--- src/hw/rtl/arpc_pkg.sv ---
package arpc_pkg;

    localparam int SLOT_COUNT = 8;
    localparam int IDX_W = (SLOT_COUNT > 1) ? $clog2(SLOT_COUNT) : 1;
    localparam int CNT_W = $clog2(SLOT_COUNT + 1);
    localparam int Q_DEPTH = 2;

    localparam logic [1:0] MODE_RESOLVE = 2'd0;
    localparam logic [1:0] MODE_REPLY   = 2'd1;
    localparam logic [1:0] MODE_TICK    = 2'd2;
    localparam logic [1:0] MODE_UNUSED  = 2'd3;

    localparam logic [1:0] ST_SEND     = 2'd0;
    localparam logic [1:0] ST_RESOLVED = 2'd1;
    localparam logic [1:0] ST_NOANSWER = 2'd2;
    localparam logic [1:0] ST_BUSY     = 2'd3;

    localparam logic [15:0] OPCODE_REPLY = 16'd2;

    localparam logic [1:0] CFG_LOCAL_IP  = 2'd0;
    localparam logic [1:0] CFG_LOCAL_MAC = 2'd1;
    localparam logic [1:0] CFG_LIFETIME  = 2'd2;
    localparam logic [1:0] CFG_TIMEOUT   = 2'd3;

    localparam logic [31:0] LIFETIME_RESET = 32'd60000;
    localparam logic [31:0] TIMEOUT_RESET  = 32'd16000;

    typedef enum logic [1:0] {
        OP_RESOLVE,
        OP_REPLY,
        OP_TICK
    } op_t;

    typedef struct packed {
        op_t         op;
        logic [31:0] ip;
        logic [47:0] mac;
    } cmd_t;

    typedef struct packed {
        logic [1:0]  status;
        logic [31:0] ip;
        logic [47:0] mac;
        logic        from_cache;
        logic        cache_full;
    } res_t;

    typedef enum logic [2:0] {
        BK_IDLE,
        BK_SCAN,
        BK_TICK,
        BK_OUT
    } bk_state_t;

endpackage

--- src/hw/rtl/arpc_front.sv ---
module arpc_front (
    input  logic                 aclk,
    input  logic                 aresetn,
    input  logic                 in_valid,
    output logic                 in_ready,
    input  logic [1:0]           in_mode,
    input  logic [31:0]          in_ip,
    input  logic [47:0]          in_mac,
    input  logic [15:0]          in_opcode,
    output logic                 q_valid,
    input  logic                 q_ready,
    output arpc_pkg::cmd_t       q_cmd
);

    arpc_pkg::cmd_t q_reg [arpc_pkg::Q_DEPTH];
    logic           wp_reg, wp_next, rp_reg, rp_next;
    logic [1:0]     cnt_reg, cnt_next;
    logic           keep;
    logic           push, pop;
    arpc_pkg::cmd_t cmd;

    always_comb begin
        cmd.ip  = in_ip;
        cmd.mac = in_mac;
        keep    = 1'b1;
        cmd.op  = arpc_pkg::OP_TICK;
        unique case (in_mode)
            arpc_pkg::MODE_RESOLVE: cmd.op = arpc_pkg::OP_RESOLVE;
            arpc_pkg::MODE_REPLY: begin
                cmd.op = arpc_pkg::OP_REPLY;
                keep   = (in_opcode == arpc_pkg::OPCODE_REPLY);
            end
            arpc_pkg::MODE_TICK: cmd.op = arpc_pkg::OP_TICK;
            default: keep = 1'b0;
        endcase
    end

    assign in_ready = (cnt_reg != 2'(arpc_pkg::Q_DEPTH));
    assign push     = in_valid && in_ready && keep;
    assign q_valid  = (cnt_reg != 2'd0);
    assign pop      = q_valid && q_ready;
    assign q_cmd    = q_reg[rp_reg];

    always_comb begin
        wp_next  = push ? ~wp_reg : wp_reg;
        rp_next  = pop ? ~rp_reg : rp_reg;
        cnt_next = 2'(cnt_reg + {1'b0, push} - {1'b0, pop});
    end

    always_ff @(posedge aclk) begin
        if (!aresetn) begin
            wp_reg  <= 1'b0;
            rp_reg  <= 1'b0;
            cnt_reg <= 2'd0;
        end else begin
            wp_reg  <= wp_next;
            rp_reg  <= rp_next;
            cnt_reg <= cnt_next;
        end
        if (push) q_reg[wp_reg] <= cmd;
    end

endmodule

--- src/hw/rtl/arpc_back.sv ---
module arpc_back (
    input  logic                 aclk,
    input  logic                 aresetn,
    input  logic                 q_valid,
    output logic                 q_ready,
    input  arpc_pkg::cmd_t       q_cmd,
    input  logic [31:0]          lifetime,
    input  logic [31:0]          timeout,
    output logic                 busy,
    output logic                 res_valid,
    input  logic                 res_ready,
    output arpc_pkg::res_t       res
);

    localparam int N = arpc_pkg::SLOT_COUNT;
    localparam int W = arpc_pkg::IDX_W;
    localparam int C = arpc_pkg::CNT_W;

    logic [31:0] e_ip_reg    [N];
    logic [47:0] e_mac_reg   [N];
    logic [31:0] e_stamp_reg [N];
    logic [N-1:0] e_val_reg, e_val_next;

    arpc_pkg::bk_state_t st_reg, st_next;
    arpc_pkg::cmd_t      cmd_reg, cmd_next;
    arpc_pkg::res_t      res_reg, res_next;
    logic [C-1:0]        k_reg, k_next;
    logic [31:0]         tick_reg, tick_next;
    logic [31:0]         wait_reg, wait_next;
    logic [31:0]         pip_reg, pip_next;
    logic                pend_reg, pend_next, sec_reg, sec_next;
    logic                wr;
    logic [W-1:0]        ki;
    logic                live;
    logic [31:0]         age, wait_inc;

    assign ki       = k_reg[W-1:0];
    assign age      = tick_reg - e_stamp_reg[ki];
    assign live     = e_val_reg[ki] && (age < lifetime);
    assign q_ready  = (st_reg == arpc_pkg::BK_IDLE);
    assign res_valid = (st_reg == arpc_pkg::BK_OUT);
    assign res      = res_reg;
    assign busy     = (st_reg != arpc_pkg::BK_IDLE);
    assign wait_inc = (wait_reg == 32'hFFFF_FFFF) ? wait_reg : wait_reg + 32'd1;

    always_comb begin
        st_next    = st_reg;
        cmd_next   = cmd_reg;
        res_next   = res_reg;
        k_next     = k_reg;
        tick_next  = tick_reg;
        wait_next  = wait_reg;
        pip_next   = pip_reg;
        pend_next  = pend_reg;
        sec_next   = sec_reg;
        e_val_next = e_val_reg;
        wr         = 1'b0;
        unique case (st_reg)
            arpc_pkg::BK_IDLE: begin
                if (q_valid) begin
                    cmd_next = q_cmd;
                    k_next   = '0;
                    res_next = '{status: arpc_pkg::ST_BUSY, ip: q_cmd.ip, mac: '0,
                                 from_cache: 1'b0, cache_full: 1'b0};
                    unique case (q_cmd.op)
                        arpc_pkg::OP_RESOLVE: begin
                            if (pend_reg) st_next = arpc_pkg::BK_OUT;
                            else st_next = arpc_pkg::BK_SCAN;
                        end
                        arpc_pkg::OP_REPLY: begin
                            if (pend_reg && q_cmd.ip == pip_reg) begin
                                pend_next = 1'b0;
                                sec_next  = 1'b0;
                                wait_next = '0;
                                st_next   = arpc_pkg::BK_SCAN;
                            end
                        end
                        default: begin
                            tick_next = tick_reg + 32'd1;
                            st_next   = arpc_pkg::BK_TICK;
                        end
                    endcase
                end
            end
            arpc_pkg::BK_SCAN: begin
                if (cmd_reg.op == arpc_pkg::OP_RESOLVE) begin
                    if (k_reg == C'(N)) begin
                        pend_next = 1'b1;
                        sec_next  = 1'b0;
                        wait_next = '0;
                        pip_next  = cmd_reg.ip;
                        res_next.status = arpc_pkg::ST_SEND;
                        st_next = arpc_pkg::BK_OUT;
                    end else if (live && e_ip_reg[ki] == cmd_reg.ip) begin
                        res_next.status     = arpc_pkg::ST_RESOLVED;
                        res_next.mac        = e_mac_reg[ki];
                        res_next.from_cache = 1'b1;
                        st_next = arpc_pkg::BK_OUT;
                    end else begin
                        k_next = k_reg + C'(1);
                    end
                end else begin
                    res_next.status = arpc_pkg::ST_RESOLVED;
                    res_next.mac    = cmd_reg.mac;
                    if (k_reg == C'(N)) begin
                        res_next.cache_full = 1'b1;
                        st_next = arpc_pkg::BK_OUT;
                    end else if (!live) begin
                        wr = 1'b1;
                        e_val_next[ki] = 1'b1;
                        st_next = arpc_pkg::BK_OUT;
                    end else begin
                        k_next = k_reg + C'(1);
                    end
                end
            end
            arpc_pkg::BK_TICK: begin
                if (k_reg == C'(N)) begin
                    st_next = arpc_pkg::BK_IDLE;
                    if (pend_reg) begin
                        wait_next = wait_inc;
                        if (wait_inc >= timeout) begin
                            res_next.ip = pip_reg;
                            wait_next   = '0;
                            st_next     = arpc_pkg::BK_OUT;
                            if (!sec_reg) begin
                                sec_next = 1'b1;
                                res_next.status = arpc_pkg::ST_SEND;
                            end else begin
                                pend_next = 1'b0;
                                sec_next  = 1'b0;
                                res_next.status = arpc_pkg::ST_NOANSWER;
                            end
                        end
                    end
                end else begin
                    if (!live) e_val_next[ki] = 1'b0;
                    k_next = k_reg + C'(1);
                end
            end
            arpc_pkg::BK_OUT: begin
                if (res_ready) st_next = arpc_pkg::BK_IDLE;
            end
            default: st_next = arpc_pkg::BK_IDLE;
        endcase
    end

    always_ff @(posedge aclk) begin
        if (!aresetn) begin
            st_reg    <= arpc_pkg::BK_IDLE;
            e_val_reg <= '0;
            tick_reg  <= '0;
            wait_reg  <= '0;
            pip_reg   <= '0;
            pend_reg  <= 1'b0;
            sec_reg   <= 1'b0;
            k_reg     <= '0;
        end else begin
            st_reg    <= st_next;
            e_val_reg <= e_val_next;
            tick_reg  <= tick_next;
            wait_reg  <= wait_next;
            pip_reg   <= pip_next;
            pend_reg  <= pend_next;
            sec_reg   <= sec_next;
            k_reg     <= k_next;
        end
        cmd_reg <= cmd_next;
        res_reg <= res_next;
        if (wr) begin
            e_ip_reg[ki]    <= cmd_reg.ip;
            e_mac_reg[ki]   <= cmd_reg.mac;
            e_stamp_reg[ki] <= tick_reg;
        end
    end

endmodule

--- src/hw/rtl/arp_cache_resolver.sv ---
// channel | dir | tdata (low bit up)                         | tuser
// s_      | in  | ip_address[31:0] sender_mac[79:32]          | mode[1:0]
//         |     | reply_opcode[95:80]                         |
// m_      | out | result_ip[31:0] result_mac[79:32]           | status[1:0]
//         |     | from_cache[80] cache_full[81], pad to 88    |
// cfg_    | in  | cfg_wdata[31:0] to lifetime or timeout     | -
// A resolve, or a reply that answers the pending request, runs the one-slot-a-cycle
// cache scan; a resolve while a request is pending returns busy with no scan, other
// replies are dropped, and a tick runs the aging sweep and sends a result when a wait runs out.
// A two-entry request queue lets input be taken while the back end works
// or a result waits on m_axis_tready. Reset is synchronous; cache valid bits clear at once.
module arp_cache_resolver (
    input  logic         aclk,
    input  logic         aresetn,
    input  logic         s_axis_tvalid,
    output logic         s_axis_tready,
    input  logic [95:0]  s_axis_tdata,  // ip_address, sender_mac, reply_opcode
    input  logic [1:0]   s_axis_tuser,  // mode
    output logic         m_axis_tvalid,
    input  logic         m_axis_tready,
    output logic [87:0]  m_axis_tdata,  // result_ip, result_mac, from_cache, cache_full
    output logic [1:0]   m_axis_tuser,  // status
    input  logic         cfg_we,
    input  logic [1:0]   cfg_addr,
    input  logic [47:0]  cfg_wdata
);

    logic [31:0]    lifetime_reg, timeout_reg;
    logic           q_valid, q_ready, busy;
    arpc_pkg::cmd_t q_cmd;
    arpc_pkg::res_t res;

    always_ff @(posedge aclk) begin
        if (!aresetn) begin
            lifetime_reg <= arpc_pkg::LIFETIME_RESET;
            timeout_reg  <= arpc_pkg::TIMEOUT_RESET;
        end else if (cfg_we) begin
            unique case (cfg_addr)
                arpc_pkg::CFG_LIFETIME: lifetime_reg <= cfg_wdata[31:0];
                arpc_pkg::CFG_TIMEOUT:  timeout_reg  <= cfg_wdata[31:0];
                default: ;
            endcase
        end
    end

    arpc_front u_front (
        .aclk(aclk), .aresetn(aresetn),
        .in_valid(s_axis_tvalid), .in_ready(s_axis_tready),
        .in_mode(s_axis_tuser), .in_ip(s_axis_tdata[31:0]),
        .in_mac(s_axis_tdata[79:32]), .in_opcode(s_axis_tdata[95:80]),
        .q_valid(q_valid), .q_ready(q_ready), .q_cmd(q_cmd)
    );

    arpc_back u_back (
        .aclk(aclk), .aresetn(aresetn),
        .q_valid(q_valid), .q_ready(q_ready), .q_cmd(q_cmd),
        .lifetime(lifetime_reg), .timeout(timeout_reg), .busy(busy),
        .res_valid(m_axis_tvalid), .res_ready(m_axis_tready), .res(res)
    );

    assign m_axis_tuser = res.status;
    assign m_axis_tdata = {6'd0, res.cache_full, res.from_cache, res.mac, res.ip};

    a_q_ready: assert property (@(posedge aclk) disable iff (!aresetn)
        q_ready |-> !busy) else $error("queue popped while busy");
    a_out_busy: assert property (@(posedge aclk) disable iff (!aresetn)
        m_axis_tvalid |-> busy) else $error("result without work");
    a_mac_zero: assert property (@(posedge aclk) disable iff (!aresetn)
        (m_axis_tvalid && m_axis_tuser != arpc_pkg::ST_RESOLVED) |-> (res.mac == 48'd0))
        else $error("mac not zero");
    a_fc: assert property (@(posedge aclk) disable iff (!aresetn)
        (m_axis_tvalid && res.from_cache) |-> !res.cache_full) else $error("flag clash");

endmodule
--- config.mk ---
export PLATFORM = sky130hd
export DESIGN_NAME = arp_cache_resolver
export DESIGN_NICKNAME = d
export VERILOG_FILES = /design/src/hw/rtl/arpc_pkg.sv /design/src/hw/rtl/arpc_front.sv /design/src/hw/rtl/arpc_back.sv /design/src/hw/rtl/arp_cache_resolver.sv
export SDC_FILE = /design/constraint.sdc
export NUM_CORES = 2
export LEC_CHECK = 0
export BUFFER_PORTS_ARGS = -buffer_cell sky130_fd_sc_hd__buf_2
export CAP_MARGIN = 20
export CORE_AREA = 2 2 448 450
export CTS_BUF_LIST = sky130_fd_sc_hd__clkbuf_8
export DETAILED_ROUTE_END_ITERATION = 10
export DIE_AREA = 0 0 450 452
export HOLD_SLACK_MARGIN = 0.05
export PLACE_DENSITY = 0.47
export SKIP_LAST_GASP = 1
export SLEW_MARGIN = 5
export SYNTH_ARGS = -nofsm -noshare
export SYNTH_HDL_FRONTEND = slang
export SYNTH_HIERARCHICAL = 1
export SYNTH_SLANG_ARGS = --single-unit
--- constraint.sdc ---
create_clock -name aclk -period 16.3 [get_ports aclk]
set_clock_uncertainty 0.1 [all_clocks]
set_input_delay 3.26 -clock aclk [delete_from_list [all_inputs] [get_ports aclk]]
set_output_delay 3.26 -clock aclk [all_outputs]
set_load 0.02 [all_outputs]
After elaboration in Yosys (flattened, before gate mapping):

Memories as Yosys holds them, arrays and structs flattened. A register that Yosys moved wholly into a read port is not among the register bits.
Index checks and enable logic that the tools add are counted.

* add/subtract/negate cells: 6
* multiply operators: 0
* divide/modulo/power cells: 0
* $lt $le $gt $ge: 4
* equality and inequality tests: 36
* shift operators: 0
* multiplexer cells: 92
* bitwise gates (word level): 6
* reductions and logical operators: 34

Operators by type and width (number)
* 32-bit 2-to-1 mux: 9
* 34-bit 2-to-1 mux: 3
* 50-bit one-hot mux with 2 select lines: 1
* 49-bit 2-to-1 mux: 2
* 32-bit one-hot mux with 3 select lines: 1
* 84-bit 2-to-1 mux: 1
* 32-bit by 1-bit adder with 32-bit output (second input constant): 2
* 32-bit equality test: 2
* 32-bit one-hot mux with 2 select lines: 1
* 3-bit 2-to-1 mux: 16
* 48-bit 2-to-1 mux: 1
* 8-bit 2-to-1 mux: 5
* 32-bit equality test (second input constant): 1
* 32-bit greater-or-equal comparator: 1
* 32-bit less-than comparator: 1
* 32-bit subtractor: 1
* 1-bit 2-to-1 mux: 28
* 4-bit 2-to-1 mux: 7
* 6-bit AND reduction: 4
* 2-bit by 1-bit != test with 1-bit output (second input constant): 10
* 16-bit by 2-bit equality test with 1-bit output (second input constant): 1
* 8-bit one-hot mux with 2 select lines: 1
* 2-bit 2-to-1 mux: 6
* 2-bit != test (second input constant): 6
* 40 further kinds: 67

* bits in registers: 347
* bits in latches: 0
* memory bits (writable): 1060
* memory bits (read-only): 0
* input bits: 153
* output and inout bits: 92
* word-level logic and storage cells: 203
* memories kept: 4

Memories
* u_back.e_mac_reg: depth 8, bits a word 48, rd ports 1, clocked after memory_dff 1, write ports 1, RTL line arpc_back.sv:20 `logic [47:0] e_mac_reg [N];`
* u_back.e_ip_reg: depth 8, bits a word 32, rd ports 1, clocked after memory_dff 1, write ports 1, RTL line arpc_back.sv:19 `logic [31:0] e_ip_reg [N];`
* u_back.e_stamp_reg: depth 8, bits a word 32, rd ports 1, clocked after memory_dff 1, write ports 1, RTL line arpc_back.sv:21 `logic [31:0] e_stamp_reg [N];`
* u_front.q_reg: depth 2, bits a word 82, rd ports 1, clocked after memory_dff 1, write ports 1, RTL line arpc_front.sv:15 `arpc_pkg::cmd_t q_reg [arpc_pkg::Q_DEPTH];`

Depth between registers and ports, before layout:

* depth after elaboration: 10
* mapped depth: 30
* depth with buffers taken out: 24

By module:

The synthesis kept the hierarchy.

Modules (own cells, without submodules)
* arpc_back: times used 1, cells each 2834, area an instance 48575.3 µm², sequential area each 34192.8 µm²
* arpc_front: times used 1, cells each 298, area an instance 6249.7 µm², sequential area each 5024.8 µm²
* arp_cache_resolver: times used 1, cells each 262, area an instance 2567.5 µm², sequential area each 1281.2 µm²

Worst setup path after synthesis:

No wires, ideal clock.

* kind: reg-to-reg
* start: register with a tool-made name
* end: memory u_back.e_ip_reg[1][0] (enable)
* library setup time: 0.721 ns
* data arrival time: 13.340 ns
* path slack: 2.139 ns
* stages on the path, launching flop included: 25
* period minus slack after synthesis: 14.161 ns
* path through: dfxtp_1 buf_2 buf_4 buf_2 buf_2 buf_1 mux4_2 mux2i_1 ha_1 a21o_1 a211o_1 a21oi_1 a211o_1 nand3_1 a21oi_1 o21ai_1 a2111oi_0 a2111oi_0 ha_1 nand4_1 nor3b_1 nand4_1 nand2_1 nand3_1 nor3_1

RTL lines (RTL line)
* end, declared: arpc_back.sv:19

==> run_results.csv <==
group,metric,value,unit
run_status,outcome,"finished, final reports clean",
yosys,synth_seq_cells,1410,
clocking,cts_resized,0,
run,drv_cap,0,
worst_setup_path,reg2reg_slack,5890,ps
worst_setup_path,cp_common_cell,"buf_4",
clocking,clk_pin_slew,60,ps
yosys,yosys.area.top_type_share,64.1,%
yosys,ys.flop_type,"edfxtp_1",
clocking,tritoncts,"yes",
route,drtAntennaViolNets,0,
hold_path,worst_hold_path.num_cells,2,
clocking,cts.sinks,1410,
worst_setup_path,worstPathMaxFanout,47,
worst_setup_path,critPathLaunchType,"flip-flop",
final_layout,fin_nets,4018,
final_layout,final_layout_size_suffix_gt1_share,23.8,%
yosys,yosys.area_share.simple,5.15,%
power,switching_share,30.5,%
worst_setup_path,worstPathCellList,"buf_4, buf_4, mux4_2, mux2i_1, ha_1, o21ai_0, or4_1, o21ai_1, o211ai_1, a31oi_1, or4_1, nand4_1, ha_1, and4_1, nor3b_1, nand4_1, nand2_1, nand3_1, nor3_2, buf_4, buf_4",
yosys,synthCells,3394,
die,io_pins,245,
worst_setup_path,max_stage_delay,950,ps
die,die_w,450,um
yosys,syn_area_per_cell,16.9,um2
power,p_leak,22.0,nW
hold_path,min_from,"lifetime_reg[16]",
sta,max_freq,0.0961,GHz
route,routed_wl,140000,um
power,power_frac_clock,30.7,%
hold_path,hold_path_class,"reg2reg",
yosys,synth-xor-area-share,2.27,%
final_layout,final_cell_mix,"edfxtp_1, nand2_1, clkbuf_8",
route,routed_wire_length_per_instance,21.2,um
clocking,worst_skew_pair.late_latency,990,ps
hold_path,hold_end,"lifetime_reg[16]",
clocking,cts_setup_buffers,0,
placed_design,dp_cells,6174,
die,dieArea,203000,um2
yosys,yosys-top-cells-area,"edfxtp_1, mux4_2, dfxtp_1",
final_layout,final_util,33.3,%
yosys,synth-adder-area-share,2.32,%
yosys,synth_edf_count,1226,
power,power.share.combinational,19.0,%
route,drt_iter0_markers,2006,
route,first_pass_iters,5,
power,peakVddDrop,0.000105,V
final_layout,layout_commonest_cell,"edfxtp_1",
worst_setup_path,worst_path_max_delay_cell,"nor3_2",
yosys,ys_seq_area_share,70.6,%
sta,worst_pin_slew,1070,ps
clocking,clock_path_buffers,3,
clocking,cts-htree-levels,4,
power,p_switching,0.00297,W
sta,hold_viol,0,
power,pwr-share-seq,50.3,%
yosys,yosysWarnings,6,
sta,rsz0062_at_grt,"false",
worst_setup_path,r2r-end,"u_back/e_mac_reg[2][24]",
power,powerDensity,147,nW/um2
worst_setup_path,arrival,10870,ps
sta,tns,0,ps
placed_design,portBuffers,222,
yosys,synth_compound_area_share,3.74,%
clocking,cts_buffers,239,
final_layout,area_growth,15.4,%
route,routed_via_density,4.60,
final_layout,largest_reg_flops,384,
worst_setup_path,required,16760,ps
sta,max_slew_margin,28.5,%
clocking,clockRootBuffer,"clkbuf_8",
global_route,grt_usage,13.6,%
yosys,async_reset_ff_share,0,%
clocking,hold_buffers,0,
worst_setup_path,reg2reg_depth,21,
global_route,grt_max_degree,114,
yosys,synth_top_family_by_area,"multiplexers",
worst_setup_path,worstSetupPathType,"reg2reg",
yosys,synth_cell_types,69,
placed_design,dp_hpwl,81200,um
final_layout,instances_no_fill,6628,
route,dr_total_vias,30500,
die,die_h,452,um
worst_setup_path,worst_setup_path_end_kind,"flip-flop",
global_route,grt_first_pass_wirelength,207000,um
route,drc_errors,0,
die,coreArea,199000,um2
sta,timing.final.crit_share,63.8,%
sta,slew_viol_final,0,
global_route,gr-total-overflow,0,
die,start_util,28.9,%
sta,min_period,10410,ps
yosys,yosys.area.top_type,"edfxtp_1",
global_route,grt_pass1_vias,31800,
power,internal_power,0.00677,W
placed_design,place.gp.congestion,0.752,
yosys,syn-cell-area,57400,um2
global_route,antenna_found_initial,10,
die,rows,164,
yosys,synth.mux.area_fraction,14.1,%
sta,finalSetupViolCount,0,
==> synth_stat cells, drive strengths merged, types with 3 or more instances <==
cell and count:
a31oi 23, and2 14, nand4 41, ha 105
o22ai 5, or4 6, nand4b 5, xnor2 72
o21ai 99, inv 95, o211a 6, a21oi 118
nand2b 19, and3 25, dfxtp 184, o21a 5
and3b 3, a22oi 9, a21o 22, a2111oi 4
and4 12, nor3 23, o211ai 15, clkbuf 81
or3 13, nor3b 8, buf 71, nor2 87
nor4 18, a211oi 7, xor2 77, mux4 216
edfxtp 1226, o21bai 8, a221oi 5, mux2 124
nor2b 23, nand2 265, a211o 3, o311a 4
mux2i 181, nand3 42, a32o 4
==> stage by stage <==
step,instance area (um2),setup WS (ps),power [W],hold slack (ps)
floorplan,57400,2140,0.00612,330
global placement,61700,5740,0.00687,342
detailed placement,61700,5640,0.00689,347
CTS,66200,5580,0.00994,355
global route,66200,4980,0.0103,371
finish,66200,5890,0.00974,353
==> critical path, delay by kind of cell (launching register included) <==
kind	cells	cell delay, ps
buf+inv	4	3000
fa+ha+maj	2	650
simple gates	9	3300
mux	2	1020
flops	1	690
compound gates	4	1050
==> worst max path at each step <==
| stage | end | slack, ps | from | cells after the start |
|---|---|---|---|---|
| floorplan | u_back/e_ip_reg[1][0] | 2140 | flip-flop | 24 |
| global placement | u_back/e_ip_reg[2][6] | 5740 | flip-flop | 21 |
| detailed placement | u_back/e_mac_reg[2][26] | 5640 | flip-flop | 21 |
| CTS | u_back/e_mac_reg[2][24] | 5580 | flip-flop | 21 |
| global route | u_back/e_mac_reg[2][24] | 4980 | flip-flop | 21 |
| finish | u_back/e_mac_reg[2][24] | 5890 | flip-flop | 21 |
==> final cells by class <==
class / count / area, um2
diodes: 5 / 12.5
flip-flops and latches: 1410 / 40500
clock inverters: 202 / 1140
fillers: 19400 / 132000
clock buffers: 247 / 3400
inverters: 96 / 362
multi-input cells: 1741 / 15900
well taps: 2656 / 3320
repair buffers: 271 / 1540
==> layer usage <==
layer  vias up  GRT usage (%)  share of wire [%]
li1      14000              -                  -
met4         2           3.92                2.0
met2       672           22.3                 48
met5         -              0             0.0050
met1     15600           18.4                 46
met3       200           2.53                4.4
==> kinds of logic after synthesis <==
logic type | after synthesis
AO/OA/AOI/OAI | 350
multiplexers | 521
AND/OR/NAND/NOR | 609
buffers and inverters | 248
XOR/XNOR | 149
flip-flops | 1410
other | 1
adder cells (fa/ha/maj) | 106
==> power groups by stage <==
stage | Clock (W) | Sequential (W) | Combinational, W
finish | 0.00299 | 0.00490 | 0.00185
global placement | 0 | 0.00497 | 0.00190
floorplan | 0 | 0.00499 | 0.00113
detailed placement | 0 | 0.00498 | 0.00190
global route | 0.00328 | 0.00496 | 0.00203
CTS | 0.00312 | 0.00491 | 0.00191
Note: power is estimated with default switching activity, not from simulation.
